==> config.mk <==
export PLATFORM = sky130hd
export DESIGN_NAME = integer_literal_parser
export DESIGN_NICKNAME = d
export VERILOG_FILES = /design/src/design/ilp_pkg.sv /design/src/design/ilp_scan.sv /design/src/design/ilp_classify.sv /design/src/design/integer_literal_parser.sv
export SDC_FILE = /design/constraint.sdc
export NUM_CORES = 1
export LEC_CHECK = 0
export BUFFER_PORTS_ARGS = -buffer_cell sky130_fd_sc_hd__buf_2
export CAP_MARGIN = 20
export CORE_ASPECT_RATIO = 0.9
export CORE_UTILIZATION = 59
export DETAILED_ROUTE_END_ITERATION = 6
export GPL_ROUTABILITY_DRIVEN = 0
export PLACE_DENSITY = 0.83
export SYNTH_ARGS = -nofsm -noshare
export SYNTH_HDL_FRONTEND = slang
export SYNTH_HIERARCHICAL = 1
export SYNTH_SLANG_ARGS = --single-unit
export TNS_END_PERCENT = 5
==> constraint.sdc <==
create_clock -name clk -period 20.3 [get_ports clk]
set_clock_uncertainty 0.1 [all_clocks]
set_input_delay 5.075 -clock clk [delete_from_list [all_inputs] [get_ports clk]]
set_output_delay 5.075 -clock clk [all_outputs]
set_load 0.02 [all_outputs]
==> src/design/ilp_pkg.sv <==
// Shared types and constants for the integer literal parser.
// Used by ilp_scan, ilp_classify and integer_literal_parser; no dependencies.
package ilp_pkg;

    // Type widths in bits
    localparam int INT_BITS  = 32;
    localparam int LONG_BITS = 32;

    // Largest magnitudes per type
    localparam logic [63:0] INT_SMAX  = (64'd1 << (INT_BITS - 1)) - 64'd1;
    localparam logic [63:0] INT_UMAX  = (INT_BITS >= 64) ? {64{1'b1}}
                                      : ((64'd1 << INT_BITS) - 64'd1);
    localparam logic [63:0] LONG_SMAX = (64'd1 << (LONG_BITS - 1)) - 64'd1;
    localparam logic [63:0] LONG_UMAX = (LONG_BITS >= 64) ? {64{1'b1}}
                                      : ((64'd1 << LONG_BITS) - 64'd1);
    localparam logic [63:0] LL_SMAX   = {1'b0, {63{1'b1}}};
    localparam logic [63:0] LL_UMAX   = {64{1'b1}};

    // Radix codes
    localparam logic [1:0] RADIX_BIN = 2'd0;
    localparam logic [1:0] RADIX_OCT = 2'd1;
    localparam logic [1:0] RADIX_DEC = 2'd2;
    localparam logic [1:0] RADIX_HEX = 2'd3;

    // Result kinds
    localparam logic [2:0] KIND_INT       = 3'd0;
    localparam logic [2:0] KIND_UINT      = 3'd1;
    localparam logic [2:0] KIND_LONG      = 3'd2;
    localparam logic [2:0] KIND_ULONG     = 3'd3;
    localparam logic [2:0] KIND_LONGLONG  = 3'd4;
    localparam logic [2:0] KIND_ULONGLONG = 3'd5;
    localparam logic [2:0] KIND_TOO_LARGE = 3'd6;
    localparam logic [2:0] KIND_BAD_DIGIT = 3'd7;

    // Characters
    localparam logic [7:0] CH_MINUS = 8'h2D;
    localparam logic [7:0] CH_PLUS  = 8'h2B;
    localparam logic [7:0] CH_ZERO  = 8'h30;
    localparam logic [7:0] CH_NINE  = 8'h39;
    localparam logic [7:0] CH_LA    = 8'h61;
    localparam logic [7:0] CH_LZ    = 8'h7A;
    localparam logic [7:0] CH_UA    = 8'h41;
    localparam logic [7:0] CH_UZ    = 8'h5A;
    localparam logic [5:0] DIGIT_TEN  = 6'd10;
    localparam logic [5:0] DIGIT_NONE = 6'd36;

    typedef struct packed {
        logic [7:0] ch;
        logic       first;
        logic       last;
        logic [1:0] base_code;
        logic       unsigned_suffix;
        logic       long_suffix;
    } item_t;

    typedef struct packed {
        logic        negative;
        logic [63:0] magnitude;
        logic [2:0]  kind;
    } result_t;

    // Finished literal handed from scan to classify
    typedef struct packed {
        logic        negative;
        logic [63:0] magnitude;
        logic        uns;
        logic        lng;
        logic        bad;
        logic        too_big;
    } prep_t;

endpackage

==> src/design/ilp_scan.sv <==
// Per-character literal state: sign, prefix skip, digit accumulate, overflow.
// Depends on ilp_pkg.
module ilp_scan
    import ilp_pkg::*;
(
    input  logic  clk,
    input  logic  rst_n,
    input  item_t item,
    input  logic  go,
    output prep_t prep
);

    logic [63:0] accum_reg, accum_next;
    logic        neg_reg, neg_next;
    logic        ovf_reg, ovf_next;
    logic        bad_reg, bad_next;
    logic        seen_reg, seen_next;
    logic [1:0]  skip_reg, skip_next;
    logic [1:0]  radix_reg, radix_next;
    logic        uns_reg, uns_next;
    logic        lng_reg, lng_next;

    logic [63:0] acc_cur;
    logic        neg_cur, ovf_cur, bad_cur, seen_cur, sign_hit;
    logic [1:0]  skip_cur;
    logic [5:0]  dval;
    logic [5:0]  base;
    logic [67:0] prod, sum;

    always_comb
    begin
        // Digit value
        if (item.ch inside {[CH_ZERO:CH_NINE]})
            dval = 6'(item.ch - CH_ZERO);
        else if (item.ch inside {[CH_LA:CH_LZ]})
            dval = 6'(item.ch - CH_LA) + DIGIT_TEN;
        else if (item.ch inside {[CH_UA:CH_UZ]})
            dval = 6'(item.ch - CH_UA) + DIGIT_TEN;
        else
            dval = DIGIT_NONE;

        radix_next = item.first ? item.base_code       : radix_reg;
        uns_next   = item.first ? item.unsigned_suffix : uns_reg;
        lng_next   = item.first ? item.long_suffix     : lng_reg;

        case (radix_next)
            RADIX_BIN: begin base = 6'd2;  prod = {4'b0, accum_reg} << 1; end
            RADIX_OCT: begin base = 6'd8;  prod = {4'b0, accum_reg} << 3; end
            RADIX_DEC:
            begin
                base = 6'd10;
                prod = ({4'b0, accum_reg} << 3) + ({4'b0, accum_reg} << 1);
            end
            default:   begin base = 6'd16; prod = {4'b0, accum_reg} << 4; end
        endcase

        // A first character starts from cleared state; prod is unused then
        acc_cur  = item.first ? 64'd0 : accum_reg;
        neg_cur  = item.first ? (item.ch == CH_MINUS) : neg_reg;
        ovf_cur  = item.first ? 1'b0 : ovf_reg;
        bad_cur  = item.first ? 1'b0 : bad_reg;
        seen_cur = item.first ? 1'b0 : seen_reg;
        if (item.first)
            skip_cur = (item.base_code == RADIX_BIN || item.base_code == RADIX_HEX)
                       ? 2'd2 : 2'd0;
        else
            skip_cur = skip_reg;
        sign_hit = item.first && (item.ch == CH_MINUS || item.ch == CH_PLUS);

        if (item.first)
            sum = {62'd0, dval};
        else
            sum = prod + {62'd0, dval};

        accum_next = acc_cur;
        ovf_next   = ovf_cur;
        bad_next   = bad_cur;
        seen_next  = seen_cur;
        skip_next  = skip_cur;
        neg_next   = neg_cur;

        if (!sign_hit)
        begin
            if (skip_cur != 2'd0)
                skip_next = skip_cur - 2'd1;
            else if (!ovf_cur && !bad_cur)
            begin
                if (dval >= base)
                    bad_next = 1'b1;
                else if (sum[67:64] != 4'd0)
                    ovf_next = 1'b1;
                else
                begin
                    accum_next = sum[63:0];
                    seen_next  = 1'b1;
                end
            end
        end

        prep.negative  = neg_next;
        prep.magnitude = accum_next;
        prep.uns       = uns_next;
        prep.lng       = lng_next;
        prep.bad       = bad_next || !seen_next;
        prep.too_big   = ovf_next;
    end

    always_ff @(posedge clk or negedge rst_n)
    begin
        if (!rst_n)
        begin
            accum_reg <= '0;
            neg_reg   <= 1'b0;
            ovf_reg   <= 1'b0;
            bad_reg   <= 1'b0;
            seen_reg  <= 1'b0;
            skip_reg  <= '0;
            radix_reg <= RADIX_BIN;
            uns_reg   <= 1'b0;
            lng_reg   <= 1'b0;
        end
        else if (go)
        begin
            radix_reg <= radix_next;
            uns_reg   <= uns_next;
            lng_reg   <= lng_next;
            if (item.last)
            begin
                // drop literal state, keep radix and suffix
                accum_reg <= '0;
                neg_reg   <= 1'b0;
                ovf_reg   <= 1'b0;
                bad_reg   <= 1'b0;
                seen_reg  <= 1'b0;
                skip_reg  <= '0;
            end
            else
            begin
                accum_reg <= accum_next;
                neg_reg   <= neg_next;
                ovf_reg   <= ovf_next;
                bad_reg   <= bad_next;
                seen_reg  <= seen_next;
                skip_reg  <= skip_next;
            end
        end
    end

endmodule

==> src/design/ilp_classify.sv <==
// Picks the first type that holds a finished literal, or an error kind.
// Depends on ilp_pkg.
module ilp_classify
    import ilp_pkg::*;
(
    input  prep_t   prep,
    output result_t res
);

    function automatic logic fits_s(input logic neg, input logic [63:0] mag,
                                    input logic [63:0] smax);
        fits_s = neg ? (mag <= smax + 64'd1) : (mag <= smax);
    endfunction

    function automatic logic fits_u(input logic neg, input logic [63:0] mag,
                                    input logic [63:0] umax);
        fits_u = !neg && (mag <= umax);
    endfunction

    logic [2:0] kind;

    always_comb
    begin
        if (prep.bad)
            kind = KIND_BAD_DIGIT;
        else if (prep.too_big)
            kind = KIND_TOO_LARGE;
        else if (!prep.uns && !prep.lng && fits_s(prep.negative, prep.magnitude, INT_SMAX))
            kind = KIND_INT;
        else if (!prep.lng && fits_u(prep.negative, prep.magnitude, INT_UMAX))
            kind = KIND_UINT;
        else if (!prep.uns && fits_s(prep.negative, prep.magnitude, LONG_SMAX))
            kind = KIND_LONG;
        else if (fits_u(prep.negative, prep.magnitude, LONG_UMAX))
            kind = KIND_ULONG;
        else if (!prep.uns && fits_s(prep.negative, prep.magnitude, LL_SMAX))
            kind = KIND_LONGLONG;
        else if (fits_u(prep.negative, prep.magnitude, LL_UMAX))
            kind = KIND_ULONGLONG;
        else
            kind = KIND_TOO_LARGE;

        res.negative  = prep.negative;
        res.kind      = kind;
        res.magnitude = (kind == KIND_TOO_LARGE || kind == KIND_BAD_DIGIT)
                        ? 64'd0 : prep.magnitude;
    end

endmodule

==> src/design/integer_literal_parser.sv <==
// Integer literal parser: character stream in, one classified result per literal.
// Depends on ilp_pkg, ilp_scan and ilp_classify.
//
// Usage: in_data carries one character per transfer on in_valid/in_ready, with
// first on the opening character (radix and suffix flags sampled there) and
// last on the closing one. Characters that are not last give no result. On a
// last character one result leaves on out_valid/out_ready: the sign, the
// magnitude and the kind (int .. ulonglong, too large, bad digit).
// Path: a last character's result is registered in turn in the input register,
// the scan stage (prep register) and the output register.
// Throughput: one character per cycle unless a last character is held; the
// 64-bit multiply-add with its overflow check in the scan stage sets that figure.
// When the receiver stalls, the output and the prep register hold their
// results; non-last characters keep flowing and a last character waits in the
// input register until the prep register frees.
// Reset clears all valid flags and the literal state; radix resets to binary.
module integer_literal_parser
    import ilp_pkg::*;
(
    input  logic    clk,
    input  logic    rst_n,
    input  logic    in_valid,
    output logic    in_ready,
    input  item_t   in_data,
    output logic    out_valid,
    input  logic    out_ready,
    output result_t out_data
);

    item_t   item_reg;
    logic    item_valid_reg;
    prep_t   prep_reg;
    logic    prep_valid_reg, prep_valid_next;
    result_t out_reg;
    logic    out_valid_reg;

    prep_t   prep_comb;
    result_t res_comb;
    logic    out_free, prep_free, item_go;

    assign out_free  = !out_valid_reg || out_ready;
    assign prep_free = !prep_valid_reg || out_free;
    assign item_go   = item_valid_reg && (!item_reg.last || prep_free);
    assign in_ready  = !item_valid_reg || item_go;

    ilp_scan u_scan (
        .clk   (clk),
        .rst_n (rst_n),
        .item  (item_reg),
        .go    (item_go),
        .prep  (prep_comb)
    );

    ilp_classify u_classify (
        .prep (prep_reg),
        .res  (res_comb)
    );

    always_comb
    begin
        if (item_go && item_reg.last)
            prep_valid_next = 1'b1;
        else if (out_free)
            prep_valid_next = 1'b0;
        else
            prep_valid_next = prep_valid_reg;
    end

    always_ff @(posedge clk or negedge rst_n)
    begin
        if (!rst_n)
        begin
            item_valid_reg <= 1'b0;
            prep_valid_reg <= 1'b0;
            out_valid_reg  <= 1'b0;
        end
        else
        begin
            if (in_ready)
                item_valid_reg <= in_valid;
            prep_valid_reg <= prep_valid_next;
            if (out_free)
                out_valid_reg <= prep_valid_reg;
        end
    end

    always_ff @(posedge clk)
    begin
        if (in_valid && in_ready)
            item_reg <= in_data;
        if (item_go && item_reg.last)
            prep_reg <= prep_comb;
        if (out_free && prep_valid_reg)
            out_reg <= res_comb;
    end

    assign out_valid = out_valid_reg;
    assign out_data  = out_reg;

    // Backpressure only ever comes from a held last character
    a_ready_low_cause: assert property (@(posedge clk) disable iff (!rst_n)
        !in_ready |-> item_valid_reg && item_reg.last && prep_valid_reg && !out_free)
        else $error("input stalled without a blocked last character");

    // A pending prep result is never overwritten or lost under a stall
    a_prep_hold: assert property (@(posedge clk) disable iff (!rst_n)
        prep_valid_reg && !out_free |=> prep_valid_reg && $stable(prep_reg))
        else $error("prep result lost under output stall");

    // Error kinds carry zero magnitude
    a_err_mag_zero: assert property (@(posedge clk) disable iff (!rst_n)
        out_valid && (out_data.kind == KIND_TOO_LARGE || out_data.kind == KIND_BAD_DIGIT)
        |-> out_data.magnitude == 64'd0)
        else $error("error result with nonzero magnitude");

    // An int result stays within the int range
    a_int_range: assert property (@(posedge clk) disable iff (!rst_n)
        out_valid && out_data.kind == KIND_INT
        |-> out_data.magnitude <= INT_SMAX + {63'd0, out_data.negative})
        else $error("int result out of range");

endmodule

### After elaboration in Yosys (flattened, before gate mapping)

Cells that the tools add are included.

| storage, ports and cells | value |
|---|---|
| flip-flop bits (word level) | 228 |
| output and inout port bits | 70 |
| word-level logic and storage cells | 149 |

| operators by class | value |
|---|---|
| add/subtract/negate cells | 8 |
| $lt $le $gt $ge | 13 |
| eq/ne operators | 7 |
| multiplexer cells | 55 |
| reduce and logical (&&, ||, !) cells | 39 |

Operators by type and width:

| operator | number |
|---|---|
| 64-bit 2-to-1 mux | 7 |
| 68-bit one-hot mux with 3 select lines | 1 |
| 64-bit by 32-bit <= comparator with 1-bit output, second input constant | 2 |
| 64-bit <= comparator, second input constant | 2 |
| 67-bit by 65-bit adder with 68-bit output | 1 |
| 68-bit by 6-bit adder with 68-bit output | 1 |
| 68-bit 2-to-1 mux | 1 |
| 64-bit by 31-bit <= comparator with 1-bit output, second input constant | 1 |
| 64-bit by 63-bit <= comparator with 1-bit output, second input constant | 1 |
| 1-bit 2-to-1 mux | 28 |
| 3-bit 2-to-1 mux | 7 |
| 6-bit 2-to-1 mux | 3 |
| 8-bit by 6-bit == test with 1-bit output, second input constant | 2 |
| 8-bit by 7-bit greater-or-equal comparator with 1-bit output, second input constant | 2 |
| 8-bit by 7-bit <= comparator with 1-bit output, second input constant | 2 |
| 1-bit logical AND | 16 |
| 5-bit one-hot mux with 3 select lines | 1 |
| 2-bit 2-to-1 mux | 7 |
| 6-bit by 4-bit adder with 6-bit output, second input constant | 2 |
| 6-bit subtractor, second input constant | 2 |
| 1-bit zero test | 10 |
| 8-bit by 6-bit greater-or-equal comparator with 1-bit output, second input constant | 1 |
| 8-bit by 6-bit <= comparator with 1-bit output, second input constant | 1 |
| 1-bit logical OR | 8 |
| 9 further kinds | 13 |

### Longest topological paths before layout

| logic depth | value |
|---|---|
| depth in word-level cells | 15 |
| gate-level depth with buffers | 33 |
| mapped depth without buffers | 25 |

### By module

Netlist, hierarchy kept.

By module, submodules not included:

| module | times used | cells an instance | area each (sq um) | sequential area each (sq um) |
|---|---|---|---|---|
| ilp_scan | 1 | 1867 | 13011.2 | 1851.8 |
| integer_literal_parser | 1 | 167 | 4694.5 | 4609.4 |
| ilp_classify | 1 | 108 | 696.9 | 0.0 |

### Worst setup path after synthesis

No wires, ideal clock.

| timing | value |
|---|---|
| path type | input to output |
| start | in out_ready |
| end | out in_ready |
| arrival | 5571 ps |
| data required time | 15125 ps |
| setup slack | 9554 ps |
| cell stages on the path | 3 |
| buffers on the path | 1 |
| cell sequence | and3b_1 > buf_6 > nand3_1 |

| on the way | value |
|---|---|
| cells in the longest elaborated chain, start to end | 5 |

Ends and longest elaborated chain:

| what | RTL line | text |
|---|---|---|
| start, declared | integer_literal_parser.sv:26 | `input logic out_ready,` |
| 1-bit logical OR | integer_literal_parser.sv:41 | `assign out_free = !out_valid_reg \|\| out_ready;` |
| 1-bit logical OR | integer_literal_parser.sv:42 | `assign prep_free = !prep_valid_reg \|\| out_free;` |
| 1-bit logical OR | integer_literal_parser.sv:43 | `assign item_go = item_valid_reg && (!item_reg.last \|\| prep_free);` |
| 1-bit logical AND | integer_literal_parser.sv:43 |  |
| 1-bit logical OR | integer_literal_parser.sv:44 | `assign in_ready = !item_valid_reg \|\| item_go;` |
| end, declared | integer_literal_parser.sv:23 | `output logic in_ready,` |

Every way passes these cells.

### Worst setup path after layout

Same ends and word-level chain as after synthesis.

==> metrics <==
status=finished, final reports clean; total congestion overflow=0; worst skew pair latency=530 ps; endpoints failing hold=0; fraction of layout cells with a size suffix above 1=0.0917; Mapped Cells=2142; Worst R2R Path Depth=19; worst-path maximum fanout=6; area of the multi-input gates=11100 sq um; CP Class=input pin to output pin; register area share after synthesis=0.351; RSZ-0062 raised after global routing=false; FF-to-FF setup slack=10930 ps; Max Slew Vio Count=0; Mapped Area=18400 sq um; Area growth, synth to finish=6.79%; Routed Antenna Nets=0; CP most frequent cell=buf_2; core area=30300 sq um; vias=18400; Routed WL=59300 microns; Post-Place Cell Area=18900 sq um; Syn. warnings=6; async set-reset flop share out of synthesis=0.338; DR DRC count=0; I/O pin count=88; Reg area=6460 sq um; f_max=0.0907 GHz; min-delay src=prep_valid_reg; CP max-delay cell=and3b_1; fin worst setup slack=9270 ps; clk slew on worst S/H paths=60 ps; Netlist cell types=102; slew margin rel.=0.152; IO buf count=87; #FFs+latches synth=228; CTS tree=done; Tmin final=11030 ps; Crit. End Element=output pin; Worst Tran Pin Value=1270 ps; vias in the first global route=17100; # setup viols final=0; nets=2233; routed vias/inst=7.23; CTS resizes=0; crit path launch=out_ready; CTS Sinks=228; Synth top area share=0.246; Post-synth EDFFs=151; Rows=60; power density over the cells=60.6 nW/um^2; Hold Path Sink=out_valid; area leader, netlist=edfxtp_1; slowest stage delay, CP=380 ps; FF-to-FF End=u_scan/accum_reg[18]; Final period util=0.543; Hold Slack=393 ps; Fin Setup TNS=0 ps; first-pass GRT wire length=92100 microns; top_reg_cell synth=edfxtp_1; top post-synthesis cells by area=edfxtp_1, dfrtp_1, ha_1, a21oi_1, nand2_1; final instance area=19700 sq um; maximum root-to-sink buffer count=3; Die W=188 microns; TritonCTS Buffers=23; Worst Hold Depth=1; drt pass-1 iters=6; Post-CTS Hold Fix Bufs=0; total track usage=0.363; max reg flops=69; total power=1.19 mW; min-delay worst type=flip-flop to flip-flop; Max IR drop VDD=63.9 uV; worst path required time=15120 ps; max-cap check violation count=0; # fillers=2381; worst setup slack after placement=9290 ps; root buf cell=clkbuf_16; RR Startpoint=item_reg[5]; H-tree levels=1; Avg WL per Cell=23.2 microns; Die Area=31900 sq um; die height=170 microns; dpl hpwl=42400 microns; Initial DRC Count=2926; Startpoint Class=input pin; cell chain of the critical path=buf_2 -> and3b_1 -> nand3_1 -> buf_2; worst path arrival time=5850 ps; Avg Cell Area, Syn=8.59 sq um; syn_nets=2244; Starting Density=0.608; initial antenna violation count=0; antenna fix cells=0; Leakage Power=7.09 nW; post-CTS setup buffer count=0; largest net degree at the start of global routing=85
-- area by class of cell --
cell class / count / area share
multi-input cells: 1707 / 0.565
flip-flops and latches: 228 / 0.329
clock buffers: 30 / 0.0316
repair buffers: 105 / 0.0302
well taps: 403 / 0.0257
inverters: 66 / 0.0126
clock inverters: 12 / 0.00637
-- where the power goes --
group          switching [mW]  internal, mW  total (mW)
Sequential             0.0117         0.517       0.529
Combinational           0.162        0.0740       0.236
Clock                   0.183         0.244       0.426
Total                   0.356         0.834        1.19
-- synthesized netlist by cell type, types with 14 or more instances --
cell,n
nand4_1,66
nand2_1,221
a22o_1,35
a211oi_1,59
buf_1,17
mux2i_1,22
o22ai_1,15
o211ai_1,17
a21o_1,19
a221o_1,43
dfrtp_1,77
a31oi_1,20
inv_1,65
clkbuf_1,67
o21ai_0,114
ha_1,82
o21a_1,14
a221oi_1,27
edfxtp_1,151
buf_2,47
a21oi_1,184
o2bb2ai_1,29
nor4_1,30
nand3_1,58
nor3_1,38
xnor2_1,46
xor2_1,24
nand2b_1,33
nor2b_1,68
and3_1,19
nor2_1,190
-- through the flow --
stage | util | instances
after floorplan | - | 2142
after global placement | 0.624 | 2508
after detailed placement | 0.624 | 2508
after CTS | 0.649 | 2550
after global routing | 0.650 | 2551
final | 0.650 | 2551
-- metal layers --
metal / up-vias / track usage / part of all wire
li1: 8152 / - / -
met1: 8642 / 0.477 / 0.38
met2: 1383 / 0.575 / 0.45
met3: 269 / 0.0715 / 0.12
met4: 0 / 0.179 / 0.056
met5: - / 0 / 0
-- kinds of logic (layout without fill, tap and decap cells) --
| kind of cell | after synthesis | after routing | synth area share |
|---|---|---|---|
| buffers and inverters | 207 | 213 | 0.0481 |
| AO/OA/AOI/OAI | 706 | 706 | 0.269 |
| adder cells (fa/ha/maj) | 84 | 84 | 0.0579 |
| XOR/XNOR | 70 | 70 | 0.0333 |
| flip-flops | 228 | 228 | 0.351 |
| multiplexers | 29 | 29 | 0.0162 |
| AND/OR/NAND/NOR | 818 | 818 | 0.225 |
-- cell usage in the layout, fill, tap and decap left out, drive strengths merged, types with 40 or more instances in the layout --
cell type	n
nand2	223
nor2	192
a21oi	186
edfxtp	151
o21ai	119
buf	105
ha	82
dfrtp	77
nor2b	68
inv	68
nand4	67
a211oi	60
nand3	58
xnor2	46
a221o	43
nor3	40
-- worst max path at each step --
stage               cells past startpoint  slack, ps        to
finish                                  4       9270  in_ready
floorplan                               3       9550  in_ready
global placement                        4       9300  in_ready
global route                            4       9230  in_ready
detailed placement                      4       9290  in_ready
CTS                                     4       9290  in_ready
-- critical path, delay by kind of cell --
family	cells	cell delay [ps]
buffers and inverters	2	280
AND/OR/NAND/NOR	2	490
(Power assumes the default switching activity.)
